<file path="src/swr_pkg.sv">
// Shared types and constants for the sample-without-replacement block.
`timescale 1ns / 1ps
package swr_pkg;

  localparam int VAL_W = 9;
  localparam int IDX_W = 8;
  localparam int CNT_W = 9;
  localparam int ST_W  = 2;
  localparam int CFG_W = 9;

  localparam logic CMD_DRAW  = 1'b0;
  localparam logic CMD_CLEAR = 1'b1;

  localparam logic [ST_W-1:0] ST_OK    = 2'd0;
  localparam logic [ST_W-1:0] ST_RANGE = 2'd1;
  localparam logic [ST_W-1:0] ST_DONE  = 2'd2;
  localparam logic [ST_W-1:0] ST_K_OVR = 2'd3;

  localparam logic CFG_TOTAL = 1'b0;
  localparam logic CFG_PICK  = 1'b1;

  localparam logic [CFG_W-1:0] TOTAL_RST = 9'd256;
  localparam logic [CFG_W-1:0] PICK_RST  = 9'd256;

  typedef struct packed {
    logic             cmd;
    logic [IDX_W-1:0] draw;
  } in_req_t;

  typedef struct packed {
    logic [IDX_W-1:0] picked_index;
    logic [CNT_W-1:0] picked_so_far;
    logic             last_pick;
    logic [ST_W-1:0]  status;
  } out_req_t;

  typedef struct packed {
    logic             ins;
    logic [IDX_W-1:0] rank;
    logic [CNT_W-1:0] fill;
  } cell_ctl_t;

endpackage

</file>
<file path="src/swr_group.sv">
// Registered OR reduction over one group of cell contributions.
`timescale 1ns / 1ps
module swr_group #(
  parameter int GRP = 16
) (
  input  logic                               clk,
  input  logic                               en,
  input  logic [GRP-1:0][swr_pkg::VAL_W-1:0] vec,
  output logic [swr_pkg::VAL_W-1:0]          q
);
  import swr_pkg::*;

  logic [VAL_W-1:0] q_r;
  logic [VAL_W-1:0] q_nxt;

  always_comb begin
    q_nxt = '0;
    for (int i = 0; i < GRP; i++) begin
      q_nxt = q_nxt | vec[i];
    end
  end

  always_ff @(posedge clk) begin
    if (en) begin
      q_r <= q_nxt;
    end
  end

  assign q = q_r;

endmodule

</file>
<file path="config.mk">
export PLATFORM = sky130hd
export DESIGN_NAME = swr_group
export DESIGN_NICKNAME = d
export VERILOG_FILES = /design/src/swr_pkg.sv /design/src/swr_group.sv
export SDC_FILE = /design/constraint.sdc
export NUM_CORES = 1
export LEC_CHECK = 0
export ABC_AREA = 0
export BUFFER_PORTS_ARGS = -buffer_cell sky130_fd_sc_hd__buf_4
export CORE_AREA = 2 2 60 62
export DETAILED_ROUTE_END_ITERATION = 16
export DIE_AREA = 0 0 62 64
export PLACE_DENSITY = 0.73
export RECOVER_POWER = 25
export REMOVE_ABC_BUFFERS = 1
export SYNTH_ARGS = -nofsm -noshare
export SYNTH_HDL_FRONTEND = slang
export SYNTH_SLANG_ARGS = --single-unit
</file>
<file path="constraint.sdc">
create_clock -name clk -period 2.3 [get_ports clk]
set_input_delay 0.345 -clock clk [delete_from_list [all_inputs] [get_ports clk]]
set_output_delay 0.345 -clock clk [all_outputs]
set_load 0.01 [all_outputs]
</file>
Word-level counts from Yosys, hierarchy flattened
Index checks and enable logic that the tools add are counted.

storage, ports and cells
  register bits = 9
  input bits = 146
  logic and storage cells = 16

operators by class
  bitwise gates (word level) = 15

operators by type and width
  kind              count
  bitwise OR 9 bit  15

Longest topological paths before layout
  depth in word-level cells = 15
  gate-level depth with buffers = 2
  gate-level depth less buffers = 2

Least setup slack after synthesis
Ideal clock, no wire load.

  kind = input to register
  start = input port vec[27] (netlist bit)
  end = register q_r[0] (netlist: q[0]) (data pin)
  data arrival time = 689 ps
  slack = 1338 ps
  setup time = 273 ps
  data required time = 2027 ps
  cell stages on the path = 2
  path buffers = 0
  cells stage by stage = nor4_1 -> nand4_1

between the ends
  word-level cells in the longest chain between the ends = 13

ends and longest elaborated chain
  element                          RTL line         text
  from (decl)                      swr_group.sv:8   input logic [GRP-1:0][swr_pkg::VAL_W-1:0] vec,
  bitwise OR 9 bit (13 in series)  swr_group.sv:19  q_nxt = q_nxt | vec[i];
  named net q_nxt[0]               swr_group.sv:14  logic [VAL_W-1:0] q_nxt;
  to (signal assigned)             swr_group.sv:25  q_r <= q_nxt;
  to (decl)                        swr_group.sv:13  logic [VAL_W-1:0] q_r;

The timed path passes the listed nets, and every way through them passes these cells.
A chain may end at the register's enable or synchronous reset.

Worst setup path in the final report
  start = register q_r[0] (netlist: q[0])
  end = output port q[0] (netlist bit)

RTL lines
  element    RTL line        text
  to (decl)  swr_group.sv:9  output logic [swr_pkg::VAL_W-1:0] q

No word-level cell between the ends.

==> impl_metrics.toml <==
[floorplanning]
num_rows = 21
die_h_um = 64
fp.coreArea_um2 = 3284
die_x_um = 62
die-area_um2 = 3968
io_pins = 155
initial_core_util_pct = 16.80

[logic_synthesis]
synthDistinctLibCells = 3
synth_warnings = 0
synth_xor_area_share_pct = 0
synth_compound_area_share_pct = 0
synth.top_cell.area_share_pct = 48.98
synth_top_family_by_area = "simple AND/OR/NAND/NOR gates"
synth-seq-cells = 9
synthMuxAreaShare_pct = 0
syn_avg_cell_area_um2 = 10.22
synth_fa_ha_area_share_pct = 0
synth_cells = 54
synthTopCellsByArea = "edfxtp_1 49%, nor4_1 41%, nand4_1 10%"
ys_seq_area_share_pct = 48.98
netlist.top_cell.by_area = "edfxtp_1"
netlist_area_um2 = 551.8
synth-simple-area-share_pct = 51.02

[timing]
fmax_ghz = 0.8976
rsz0062_at_grt = "no"
finalHoldViolCount = 0
slew_violations = 0
period_minus_slack_ns = 1.114
finalCritPeriodShare_pct = 48.44
setup_violations = 0
tns_ns = 0
worst_pin_slew_ns = 0.5164
relSlewSlack_pct = 65.58

[finish]
nFillCells = 330
fin_area_um2 = 1788
multi_input_area_um2 = 281.5
register_area_um2 = 270.3
final_layout_size_suffix_gt1_share_pct = 73.58
largest_reg_flops = 9
antenna_cells = 0
final_nets = 359
syn_to_final_growth_pct = 224.0
layout_common_cells = "153 x buf_4, 36 x nor4_1, 9 x nand4_1, 9 x edfxtp_1, 3 x clkbuf_4"
layout_commonest_cell = "buf_4"

[worst_hold_path]
hold_depth = 3
hp-class = "in2reg"

[routing]
drc_errors = 0
wl_mm = 3.182
viasPerCell = 4.547
vias = 1173
firstDrtPassIters = 4
ant_nets = 0
wl_per_cell_um = 12.33
dr.first_iter.drc_count = 4

[clock_tree]
cts_buffers = 3
cts_tree = "yes"
cts_resized = 0
ctsHoldBuffers = 0
clock-sinks = 9
ctsRootBufferMaster = "clkbuf_4"
cts_buffer_depth = 2
h-tree-depth = 1
post-cts-setup-buffers = 0
clk_pin_slew_ns = 0.06

[global_routing]
gr-usage-all-layers_pct = 15.56
grt_overflow = 0
grt_pass1_vias = 1168
grt_pass1_wl_mm = 4.609
antenna_found_initial = 0
grt_max_degree = 10

[critical_path]
critPathMaxFanout = 1
end_kind = "primary output"
critical_path_depth = 1
critical_path_required_ns = 1.96
crit_path_cell_trace = "buf_4"
endpoint = "q[0]"
start_kind = "flip-flop"
crit_family = "flip-flops"
worstSetupPathType = "reg2out"
max_stage_delay_ns = 0.36
slowest_stage = "edfxtp_1"
cp-startpoint = "q[0]"
critPathArrivalTime_ns = 0.77
cp_num_buf_inv = 1

[place]
place_area_um2 = 1765
dpl.hpwl_mm = 2.987
gp_congestion = 0.7696
port-buffer-count = 154

[power]
power.leakage_uw = 0.0008603
ir_drop_mv = 0.1425
p_total_uw = 529.5
pwr_density_cell_nw_per_um2 = 296.2

[run]
drv_cap = 0

[status]
status = "complete, no violations"
## metrics by stage
step | hold slack [ns] | util, % | setup slack, ns | std cells
final | 0.3554 | 54.44 | 1.186 | 258
after global routing | 0.3472 | 54.44 | 1.128 | 258
after CTS | 0.3417 | 54.55 | 1.165 | 258
after detailed placement | 0.6187 | 53.75 | 1.118 | 254
after global placement | 0.6167 | 53.75 | 1.101 | 254
after floorplan | 0.4575 | - | 1.338 | 54
## cell families (layout without fill, tap and decap cells)
logic type / after synthesis / after routing
flops: 9 / 9
simple gates: 45 / 45
buf+inv: 0 / 158
## synthesized netlist by cell type, drive strengths merged
cell,n
nand4,9
edfxtp,9
nor4,36
## where the power goes
part,switching [uW],internal (uW),leakage [uW]
logic,50.1,169,0.000755
registers,1.90,188,0.0000908
clock network,53.7,66.8,0.0000150
total,106,424,0.000860
## cell type report
type                    instances  area share (%)
multi-input cells              45           15.75
repair buffers                154           64.45
clock buffers                   4           1.470
flip-flops and latches          9           15.12
well taps                      46           3.219
## per-layer routing
metal  vias up  track usage [%]  wire, um
li1        576                -         -
met1       509            14.78       984
met2        82            28.26      1701
met3         6            6.275       427
met4         0            6.117        68
met5         -                0         0
## how the worst min path moves through the flow
| stage | startpoint | to |
|---|---|---|
| detailed placement | vec[143] | q[8] |
| finish | vec[137] | q[2] |
| global placement | vec[143] | q[8] |
| global route | vec[137] | q[2] |
| floorplan | en | q[0] |
| CTS | vec[143] | q[8] |
(Power assumes the default switching activity.)
