**src/swr_pkg.sv**
```systemverilog
// Shared types and constants for the sample-without-replacement block.
`timescale 1ns / 1ps
package swr_pkg;

  localparam int VAL_W = 9;
  localparam int IDX_W = 8;
  localparam int CNT_W = 9;
  localparam int ST_W  = 2;
  localparam int CFG_W = 9;

  localparam logic CMD_DRAW  = 1'b0;
  localparam logic CMD_CLEAR = 1'b1;

  localparam logic [ST_W-1:0] ST_OK    = 2'd0;
  localparam logic [ST_W-1:0] ST_RANGE = 2'd1;
  localparam logic [ST_W-1:0] ST_DONE  = 2'd2;
  localparam logic [ST_W-1:0] ST_K_OVR = 2'd3;

  localparam logic CFG_TOTAL = 1'b0;
  localparam logic CFG_PICK  = 1'b1;

  localparam logic [CFG_W-1:0] TOTAL_RST = 9'd256;
  localparam logic [CFG_W-1:0] PICK_RST  = 9'd256;

  typedef struct packed {
    logic             cmd;
    logic [IDX_W-1:0] draw;
  } in_req_t;

  typedef struct packed {
    logic [IDX_W-1:0] picked_index;
    logic [CNT_W-1:0] picked_so_far;
    logic             last_pick;
    logic [ST_W-1:0]  status;
  } out_req_t;

  typedef struct packed {
    logic             ins;
    logic [IDX_W-1:0] rank;
    logic [CNT_W-1:0] fill;
  } cell_ctl_t;

endpackage

```
**src/swr_cell.sv**
```systemverilog
// One cell of the sorted pick row: compare against the rank, insert or shift right.
`timescale 1ns / 1ps
module swr_cell #(
  parameter int IDX = 0
) (
  input  logic                     clk,
  input  swr_pkg::cell_ctl_t       ctl,
  input  logic                     ge_left,
  input  logic [swr_pkg::VAL_W-1:0] val_left,
  output logic                     ge,
  output logic [swr_pkg::VAL_W-1:0] val,
  output logic [swr_pkg::VAL_W-1:0] contrib
);
  import swr_pkg::*;

  localparam int CW = $clog2(IDX + 257) + 2;

  logic [VAL_W-1:0] val_r;
  logic [VAL_W-1:0] val_nxt;
  logic             vld;
  logic             bnd;
  logic [CW-1:0]    thr;

  // cell holds a real pick when its slot is below the fill count
  assign vld = CW'(IDX) < CW'(ctl.fill);
  assign thr = CW'(ctl.rank) + CW'(IDX);
  // ge: the requested unpicked index lies above this pick
  assign ge  = vld && (CW'(val_r) <= thr);
  assign bnd = ge_left && !ge;

  assign contrib = bnd ? VAL_W'(thr) : '0;
  assign val     = val_r;

  always_comb begin
    val_nxt = val_r;
    if (ctl.ins) begin
      if (bnd) begin
        val_nxt = VAL_W'(thr);
      end else if (!ge_left) begin
        val_nxt = val_left;
      end
    end
  end

  always_ff @(posedge clk) begin
    val_r <= val_nxt;
  end

endmodule

```
**config.mk**
```make
export PLATFORM = sky130hd
export DESIGN_NAME = swr_cell
export DESIGN_NICKNAME = d
export VERILOG_FILES = /design/src/swr_pkg.sv /design/src/swr_cell.sv
export SDC_FILE = /design/constraint.sdc
export NUM_CORES = 1
export LEC_CHECK = 0
export ABC_AREA = 1
export BUFFER_PORTS_ARGS = -buffer_cell sky130_fd_sc_hd__buf_2
export CAP_MARGIN = 5
export CORE_UTILIZATION = 44
export CTS_CLUSTER_SIZE = 20
export DETAILED_ROUTE_END_ITERATION = 7
export PLACE_DENSITY = 0.81
export SLEW_MARGIN = 20
export SYNTH_ARGS = -nofsm -noshare
export SYNTH_HDL_FRONTEND = slang
export SYNTH_SLANG_ARGS = --single-unit
export TNS_END_PERCENT = 100
```
**constraint.sdc**
```tcl
create_clock -name clk -period 4 [get_ports clk]
set_input_delay 0.4 -clock clk [delete_from_list [all_inputs] [get_ports clk]]
set_output_delay 0.4 -clock clk [all_outputs]
set_load 0.02 [all_outputs]
```
# ---- Word level (Yosys, flattened, before mapping)
# Cells that the tools add are included.
dict set report word_totals {
  reg_bits 9
  latchBits 0
  ramBits 0
  mem_bits_ro 0
  in_bits 29
  output_inout_bits 19
  elab_cells 12
  memories 0
}
dict set report classes {
  add_sub_neg 0
  multipliers 0
  n_div 0
  order_cmp 2
  n_eq_ne 1
  n_shift 0
  mux 3
  n_bitwise 0
  n_reduce_logical 4
}
# operator count
set op_table {}
lappend op_table {{two-way mux 8 bit} 2}
lappend op_table {{less-or-equal comparator 9 x 8 -> 1 bit} 1}
lappend op_table {{less-than comparator 1 x 9 -> 1 bit (first input constant)} 1}
lappend op_table {{two-way mux 9 bit} 1}
lappend op_table {{logical AND 1 bit} 2}
lappend op_table {{inequality test 2 x 1 -> 1 bit (second input constant)} 1}
lappend op_table {{AND reduction 2 bit} 1}
lappend op_table {{zero test 1 bit} 1}

# ---- Longest topological paths before layout
# Gate-level depths: netlist of run 1.
dict set report depth {
  word_depth 6
  mapped_depth 13
  depth_no_buf 13
}

# ---- Worst setup path after synthesis of run 1
# No wires, ideal clock.
dict set report synth_path {
  kind {reg-to-output}
  startpoint {register val_r[4], in the netlist val[4]}
  endpoint {output port contrib[0] (netlist name)}
  t_arrival_ps 1633
  required_time_ps 3600
  setup_slack_ps 1967
  path_stages_with_launch 11
  path_buffers 1
  path_cell_list {edfxtp_1 -> ha_1 -> nand2_1 -> nor2_1 -> nand3_1 -> nand3_1 -> nand2_1 -> nand2_2 -> buf_6 -> nand3_1 -> inv_1}
}
dict set report synth_between {
  elab_chain_len 5
}
# item line
set synth_rtl {}
lappend synth_rtl {{from (decl)} swr_cell.sv:18} ;# logic [VAL_W-1:0] val_r;
lappend synth_rtl {{from (signal assigned)} swr_cell.sv:46} ;# val_r <= val_nxt;
lappend synth_rtl {{less-or-equal comparator 9 x 8 -> 1 bit} swr_cell.sv:28} ;# assign ge = vld && (CW'(val_r) <= thr);
lappend synth_rtl {{logical AND 1 bit} swr_cell.sv:28}
lappend synth_rtl {{zero test 1 bit} swr_cell.sv:29} ;# assign bnd = ge_left && !ge;
lappend synth_rtl {{logical AND 1 bit} swr_cell.sv:29}
lappend synth_rtl {{two-way mux 8 bit} swr_cell.sv:31} ;# assign contrib = bnd ? VAL_W'(thr) : '0;
lappend synth_rtl {{to (decl)} swr_cell.sv:12} ;# output logic [swr_pkg::VAL_W-1:0] contrib
# Every way passes these cells.

# ---- Final worst setup path of run 1
dict set report layout_path {
  startpoint {register val_r[4], in the netlist val[4]}
  endpoint {output port contrib[3] (netlist name)}
}
# The elaborated chain is that of the path after synthesis.

==> results of run 1 <==
cells in the mapped netlist:
master	count
nand2_1	30
inv_1	26
nand3_1	11
edfxtp_1	9
ha_1	8
nor2_1	7
a21oi_1	2
a21boi_1	1
buf_4	1
buf_6	1
clkbuf_1	1
conb_1	1
nand2_2	1
nand4_1	1
nor3_1	1
o21bai_2	1
or2_0	1
area by class of cell:
class,instances,area (um^2),share of cell area [%]
multi-input combinational,65,350,35.2
clock buffer,4,26.3,2.64
sequential,9,270,27.2
inverter,26,97.6,9.81
timing repair buffer,46,230,23.1
tap,16,20.0,2.01
through the flow:
step	worst slack [ps]	instances	total power (uW)	util [%]
CTS	1590	166	297	64.5
global route	1400	166	314	64.5
global placement	1800	162	227	62.8
finish	1600	166	295	64.5
floorplan	1970	103	194	-
detailed placement	1730	162	230	62.8
power by group:
part           leakage [uW]  internal [uW]  switching (uW)
combinational      0.000558           39.7            66.9
clock             0.0000150           38.2            28.7
sequential        0.0000878            116            4.76
total              0.000661            194             100
critical path: cells and delay by family (launching register included):
family        cells  cell delay, ps
simple gates      7             800
flops             1             400
fa+ha+maj         1             320
buf+inv           2             220
routing by layer:
layer  wire [um]  up-vias
li1            -      409
met1         739      335
met2         773       27
met3          85        2
met4          14        0
met5           0        -
path summary, 6_finish.rpt:
check / depth (start not counted) / start / end / slack, ps
max reg2reg: 10 / val[4] / val[2] / 1930
max: 10 / val[4] / contrib[3] / 1600
min: 3 / val_left[7] / val[7] / 410
min reg2reg: 5 / val[8] / val[8] / 1060
logic make-up (layout without fill, tap and decap cells):
family	after synthesis	in the layout	synth area share, %
adder cells (fa/ha/maj)	8	8	13.5
other	1	1	0.506
AO/OA/AOI/OAI	4	4	3.89
AND/OR/NAND/NOR	52	52	29.4
buffers and inverters	29	76	16.2
flip-flops	9	9	36.5
==> impl_metrics.py, run 1 <==
metrics = {
    "placed_design": {
        "place_area_um2": 968,
        "dp_hpwl_um": 1360,
        "gp_congestion": 0.759,
        "portBuffers": 46,
    },
    "critical_path": {
        "cp-start-kind": "flip-flop",
        "cp.required_ps": 3600,
        "critical_path.cell_chain": "ha_1, nand2_1, nor2_1, nand3_1, nand3_1, nand2_1, nand2_2, nand3_1, inv_1, buf_2",
        "path_max_fanout": 12,
        "max_stage_delay_ps": 400,
        "cpMostUsedCell": "nand3_1",
        "path_class": "flip-flop to output port",
        "crit_slowest_cell": "edfxtp_1",
        "critPathCaptureType": "output port",
        "cp.arrival_ps": 2000,
    },
    "drt": {
        "remaining_drc_errors": 0,
        "final_antenna_net_count": 0,
        "drtIter0Drc": 19,
        "routed_wl_um": 1610,
        "vias": 773,
        "wire_per_inst_um": 9.72,
        "dr.pass1.iters": 4,
        "vias_per_cell": 4.66,
    },
    "clocking": {
        "cts_resized": 0,
        "cts_made_buffers": 3,
        "clock_path_buffers": 2,
        "post_cts_buffers": 0,
        "clk_latency_ps": 250,
        "ctsHtreeMaxLevel": 1,
        "cts_tree": "done",
        "path_clk_slew_ps": 60,
        "ctsHoldBuffers": 0,
        "clock-sinks": 9,
        "cts_root_buf": "clkbuf_4",
    },
    "floorplanning": {
        "die_x_um": 43.0,
        "start_util_pct": 48.1,
        "rows": 14,
        "dieArea_um2": 1850,
        "core_area_um2": 1540,
        "die_h_um": 43.0,
        "ios": 48,
    },
    "sta": {
        "slew_viol_final": 0,
        "hold_viol": 0,
        "tns_ps": 0,
        "finalSetupViolCount": 0,
        "fin_skew_ps": 3.83,
        "hold_ws_ps": 408,
        "period_needed_ps": 2400,
        "clock.fmax_mhz": 417,
        "rsz0062_at_grt": "no",
        "post-route-period-util_pct": 60.0,
    },
    "synthesis": {
        "netlist_area_um2": 741,
        "synth_nets": 140,
        "avgSynthCellArea_um2": 7.19,
        "synth.largest_area_cell": "edfxtp_1",
        "yosysUniqueCellTypes": 17,
        "yosys-top-cells-area": "edfxtp_1 36%, nand2_1 15%, ha_1 14%",
        "syn_inst": 103,
        "yosysTopAreaCellShare_pct": 36.5,
        "yosys_warnings": 0,
        "yosysSeqAreaShare_pct": 36.5,
        "synth-seq-cells": 9,
    },
    "layout": {
        "postLayoutCellArea_um2": 995,
        "final_nets": 188,
        "nFillCells": 141,
        "syn_to_final_growth_pct": 34.3,
        "largest_reg_flops": 9,
        "drive_above_1_share_pct": 34.0,
        "final_common_cell": "buf_2",
        "diodes": 0,
        "final_cell_mix": "46 x buf_2, 30 x nand2_1, 26 x inv_1",
    },
    "global_routing": {
        "grt_pass1_vias": 678,
        "grt_overflow": 0,
        "grt_pass1_wl_um": 2700,
        "gr-usage-met1_pct": 25.6,
        "antenna_found_initial": 0,
        "met2_usage_pct": 31.2,
        "grtUsageTotal_pct": 18.9,
        "grt.busiest_layer": "met2",
        "grt_max_degree": 13,
        "grt_util_met3_pct": 0,
    },
    "outcome": {
        "run_status": "completed",
    },
    "power": {
        "vdd_ir_drop_max_uv": 198,
        "p_leak_uw": 0.000661,
        "pwr_density_cell_nw_per_um2": 296,
    },
    "min_path": {
        "hold_path_class": "input pin to flip-flop",
    },
    "job": {
        "max-cap-violations": 0,
    },
}
No activity file was read; power rests on OpenSTA's default activity.
==> run 2: changes to the inputs <==
--- a/config.mk
+++ b/config.mk
@@ -8,10 +8,10 @@
 export ABC_AREA = 1
 export BUFFER_PORTS_ARGS = -buffer_cell sky130_fd_sc_hd__buf_2
 export CAP_MARGIN = 5
-export CORE_UTILIZATION = 44
+export CORE_UTILIZATION = 37
 export CTS_CLUSTER_SIZE = 20
 export DETAILED_ROUTE_END_ITERATION = 7
-export PLACE_DENSITY = 0.81
+export PLACE_DENSITY = 0.72
 export SLEW_MARGIN = 20
 export SYNTH_ARGS = -nofsm -noshare
 export SYNTH_HDL_FRONTEND = slang
==> constraint.sdc (replaced) <==
create_clock -name clk -period 2.2 [get_ports clk]
set_input_delay 0.22 -clock clk [delete_from_list [all_inputs] [get_ports clk]]
set_output_delay 0.22 -clock clk [all_outputs]
set_load 0.02 [all_outputs]
==> run 2 against run 1 <==
Die area is 18% higher. Largest power group unchanged. Via count is 3.4% higher. Clock power is 99% higher. Clock skew is 1.6 ps higher. Global-route usage is 3.2 points lower.
==> impl_metrics.py, run 2 (synthesis results as in run 1) <==
metrics = {
    "critical_path": {
        "critPathCaptureType": "output port",
        "path_max_fanout": 6,
        "cp-start-kind": "flip-flop",
        "cp.arrival_ps": 1930,
        "cp.required_ps": 1980,
        "path_class": "flip-flop to output port",
    },
    "sta": {
        "finalSetupViolCount": 0,
        "fin_skew_ps": 5.42,
        "clock.fmax_mhz": 465,
        "hold_ws_ps": 212,
        "post-route-period-util_pct": 97.8,
        "hold_viol": 0,
        "slew_viol_final": 0,
        "fin_ws_ps": 48.7,
        "rsz0062_at_grt": "yes",
        "period_needed_ps": 2150,
    },
    "clocking": {
        "clock_path_buffers": 2,
        "ctsHoldBuffers": 0,
        "clock-sinks": 9,
        "ctsHtreeMaxLevel": 1,
        "cts_root_buf": "clkbuf_4",
        "clk_latency_ps": 270,
        "cts_made_buffers": 3,
        "cts_tree": "done",
        "path_clk_slew_ps": 70,
    },
    "power": {
        "vdd_ir_drop_max_uv": 356,
        "p_leak_uw": 0.000675,
        "pwr_density_cell_nw_per_um2": 531,
        "power_uw": 573,
    },
    "layout": {
        "final_cell_mix": "41 x buf_2, 29 x nand2_1, 25 x inv_1",
        "finalNonFillerCells": 178,
        "diodes": 0,
        "drive_above_1_share_pct": 38.6,
        "syn_to_final_growth_pct": 45.8,
        "largest_reg_flops": 9,
        "multiInputGateArea_um2": 397,
        "regArea_um2": 270,
        "fin_util_pct": 59.9,
        "nFillCells": 181,
        "final_common_cell": "buf_2",
        "final_nets": 191,
    },
    "drt": {
        "vias": 799,
        "drtIter0Drc": 7,
        "dr.pass1.iters": 4,
        "vias_per_cell": 4.49,
        "routed_wl_um": 1760,
        "wire_per_inst_um": 9.91,
        "final_antenna_net_count": 0,
        "remaining_drc_errors": 0,
    },
    "outcome": {
        "run_status": "completed",
    },
    "floorplanning": {
        "start_util_pct": 41.1,
        "die_h_um": 46.7,
        "ios": 48,
        "die_x_um": 46.7,
        "rows": 15,
        "core_area_um2": 1800,
        "dieArea_um2": 2180,
    },
    "placed_design": {
        "dp_hpwl_um": 1350,
        "place_inst": 171,
        "dp_worst_setup_slack_ps": 143,
        "portBuffers": 46,
        "gp_congestion": 0.786,
    },
    "global_routing": {
        "grt_pass1_vias": 641,
        "antenna_found_initial": 0,
        "grt_max_degree": 13,
        "grtUsageTotal_pct": 15.6,
        "grt_pass1_wl_um": 2410,
        "grt_overflow": 0,
    },
    "job": {
        "max-cap-violations": 0,
    },
    "min_path": {
        "hold_path_class": "input pin to flip-flop",
    },
}
==> run 2: cell count changes in the layout (fill, tap and decap cells not counted) <==
cell / change
inv_2: +1
inv_1: -1
buf_4: +7
nor2_2: +1
ha_1: -2
nand2_1: -1
ha_4: +2
buf_2: -5
nand2_4: +2
nor2_1: -1
==> run 2: layout make-up <==
type / count / area share [%]
timing repair buffer: 48 / 23.9
inverter: 26 / 9.04
tap: 25 / 2.90
clock buffer: 4 / 2.43
multi-input combinational: 66 / 36.7
sequential: 9 / 25.0
==> run 2: power by group <==
group	switching, uW	internal (uW)	total (uW)	leakage (uW)
clock network	62.8	70.1	133	0.0000150
registers	9.75	212	221	0.0000878
logic	131	87.8	219	0.000572
total	204	370	573	0.000675
==> run 2: metrics by stage <==
stage,setup TNS (ps),instance area [um^2]
final,0,1080
after global placement,0,980
after CTS,0,1010
after global routing,-359,1080
after floorplan,0,741
after detailed placement,0,980
==> run 2: final timing paths <==
check	to	cells past startpoint	slack, ps	from
setup / recovery	contrib[4]	10	50	val[6]
hold / removal	val[7]	3	210	val_left[7]
setup reg to reg	val[3]	10	200	val[6]
hold reg to reg	val[8]	5	960	val[8]
==> run 2: critical path: stages, from the launching register on <==
cell      delay [ps]
edfxtp_1         390
ha_1             310
nand2_1           80
nor2_1           140
nand3_1          100
nand3_1          110
nand2_2          100
nand2_4          110
nand3_1          100
inv_1             80
buf_4            140
==> run 2: layer usage <==
metal | global-route usage (%) | up-vias | part of all wire, %
met3 | 1.92 | 4 | 6.9
met5 | 0 | - | 0
met4 | 8.57 | 0 | 1.6
met2 | 27.5 | 31 | 50
li1 | - | 416 | -
met1 | 18.4 | 348 | 42
==> run 2: repair_timing <==
item | 4_1_cts | 5_1_grt
resized for setup | 1 | 11
setup endpoints to repair | 6 | 8
pin swaps | 0 | 4
buffers inserted | 0 | 2
gates cloned | 0 | 1
==> run 3: changes to the inputs <==
--- a/config.mk
+++ b/config.mk
@@ -8,11 +8,10 @@
 export ABC_AREA = 1
 export BUFFER_PORTS_ARGS = -buffer_cell sky130_fd_sc_hd__buf_2
 export CAP_MARGIN = 5
-export CORE_UTILIZATION = 37
+export CORE_UTILIZATION = 44
 export CTS_CLUSTER_SIZE = 20
 export DETAILED_ROUTE_END_ITERATION = 7
-export PLACE_DENSITY = 0.72
-export SLEW_MARGIN = 20
+export PLACE_DENSITY = 0.81
 export SYNTH_ARGS = -nofsm -noshare
 export SYNTH_HDL_FRONTEND = slang
 export SYNTH_SLANG_ARGS = --single-unit
==> constraint.sdc (replaced) <==
create_clock -name clk -period 2.7 [get_ports clk]
set_input_delay 0.27 -clock clk [delete_from_list [all_inputs] [get_ports clk]]
set_output_delay 0.27 -clock clk [all_outputs]
set_load 0.02 [all_outputs]
==> run 3 against run 2 <==
Count of clock-buffer cells in the layout is the same. Die area down 15%. Wire length rose by 0.91%. Sequential cell count is the same. Clock skew down 4.4 ps. Non-clock buffer count is 2 lower. Worst hold slack improved by 57 ps. Sequential share of layout area rose by 2.1 points. Critical endpoint is now contrib[1]. Largest cell class unchanged. Largest power group unchanged.
==> impl_metrics.py, run 3 (synthesis results as in run 1) <==
metrics = {
    "power": {
        "vdd_ir_drop_max_uv": 290,
        "power_frac_comb_pct": 35.9,
        "power.switching_uw": 156,
        "p_leak_uw": 0.000661,
        "switching_share_pct": 35.1,
        "pwr_density_cell_nw_per_um2": 446,
        "seqPwrFrac_pct": 40.4,
        "p_clk_share_pct": 23.7,
        "p_int_uw": 288,
    },
    "floorplanning": {
        "die_h_um": 43.0,
        "ios": 48,
        "dieArea_um2": 1850,
        "start_util_pct": 48.1,
        "rows": 14,
        "core_area_um2": 1540,
        "die_x_um": 43.0,
    },
    "clocking": {
        "cts_made_buffers": 3,
        "clock-sinks": 9,
        "clk_latency_ps": 260,
        "post_cts_buffers": 0,
        "ctsHoldBuffers": 0,
        "cts_tree": "done",
        "clock_path_buffers": 2,
        "cts_root_buf": "clkbuf_4",
        "ctsHtreeMaxLevel": 1,
        "path_clk_slew_ps": 60,
        "cts_resized": 0,
    },
    "drt": {
        "dr.pass1.iters": 4,
        "vias_per_cell": 4.92,
        "drtIter0Drc": 24,
        "final_antenna_net_count": 0,
        "routed_wl_um": 1780,
        "remaining_drc_errors": 0,
        "vias": 816,
        "wire_per_inst_um": 10.7,
    },
    "layout": {
        "regArea_um2": 270,
        "final_cell_mix": "46 x buf_2, 30 x nand2_1, 26 x inv_1",
        "final_nets": 188,
        "nFillCells": 145,
        "largest_reg_flops": 9,
        "multiInputGateArea_um2": 350,
        "drive_above_1_share_pct": 34.0,
        "diodes": 0,
        "postLayoutCellArea_um2": 995,
        "final_common_cell": "buf_2",
        "syn_to_final_growth_pct": 34.3,
    },
    "sta": {
        "period_needed_ps": 2280,
        "clock.fmax_mhz": 439,
        "rsz0062_at_grt": "no",
        "slew_viol_final": 0,
        "tns_ps": 0,
        "finalSetupViolCount": 0,
        "hold_viol": 0,
        "post-route-period-util_pct": 84.3,
        "fin_skew_ps": 1.07,
    },
    "placed_design": {
        "place_area_um2": 968,
        "portBuffers": 46,
        "gp_congestion": 0.764,
        "dp_hpwl_um": 1460,
    },
    "job": {
        "max-cap-violations": 0,
    },
    "global_routing": {
        "grt_pass1_vias": 750,
        "grt_overflow": 0,
        "grtUsageTotal_pct": 20.0,
        "grt_pass1_wl_um": 2860,
        "grt_max_degree": 13,
        "antenna_found_initial": 0,
    },
    "critical_path": {
        "cp.required_ps": 2430,
        "cp-start-kind": "flip-flop",
        "critPathCaptureType": "output port",
        "path_class": "flip-flop to output port",
        "path_max_fanout": 12,
        "cp.arrival_ps": 2010,
    },
    "outcome": {
        "run_status": "completed",
    },
    "min_path": {
        "hold_path_class": "input pin to flip-flop",
    },
}
[run 3: critical path, stage by stage (launching register included)]
cell and delay, ps:
edfxtp_1 390, ha_1 310, nand2_1 80, nor2_1 160
nand3_1 90, nand3_1 80, nand2_1 60, nand2_2 180
nand3_1 130, inv_1 90, buf_2 170
[run 3: path summary, 6_finish.rpt]
check | start | slack [ps] | endpoint | cells after the start
setup / recovery | val[6] | 420 | contrib[1] | 10
hold / removal | val_left[4] | 270 | val[4] | 3
setup reg to reg | val[6] | 660 | val[6] | 9
hold reg to reg | val[8] | 1050 | val[8] | 5
[run 3: power by group through the flow]
stage | combinational (uW) | clock, uW | sequential, uW
3_5_place_dp | 159 | 0 | 182
2_1_floorplan | 89.9 | 0 | 198
5_1_grt | 179 | 111 | 180
4_1_cts | 160 | 107 | 179
6_report | 159 | 105 | 179
3_3_place_gp | 155 | 0 | 182
[run 3: metal layers]
| metal | vias up | share of wire [%] | GRT usage [%] |
|---|---|---|---|
| met2 | 40 | 50 | 35.5 |
| met3 | 5 | 6.1 | 1.70 |
| li1 | 407 | - | - |
| met4 | 0 | 1.5 | 9.09 |
| met5 | - | 0 | 0 |
| met1 | 364 | 42 | 24.4 |
[run 3: layout make-up]
cell class | count | area share, %
repair buffers | 46 | 23.1
well taps | 16 | 2.01
clock buffers | 4 | 2.64
inverters | 26 | 9.81
multi-input cells | 65 | 35.2
flip-flops and latches | 9 | 27.2
[run 3: through the flow]
stage / hold slack, ps / total power (uW) / setup WS, ps / std cells / utilization (%)
6_report: 269 / 444 / 424 / 166 / 64.5
5_1_grt: 282 / 470 / 210 / 166 / 64.5
4_1_cts: 267 / 446 / 429 / 166 / 64.5
3_5_place_dp: 539 / 341 / 658 / 162 / 62.8
3_3_place_gp: 534 / 337 / 693 / 162 / 62.8
2_1_floorplan: 449 / 288 / 725 / 103 / -
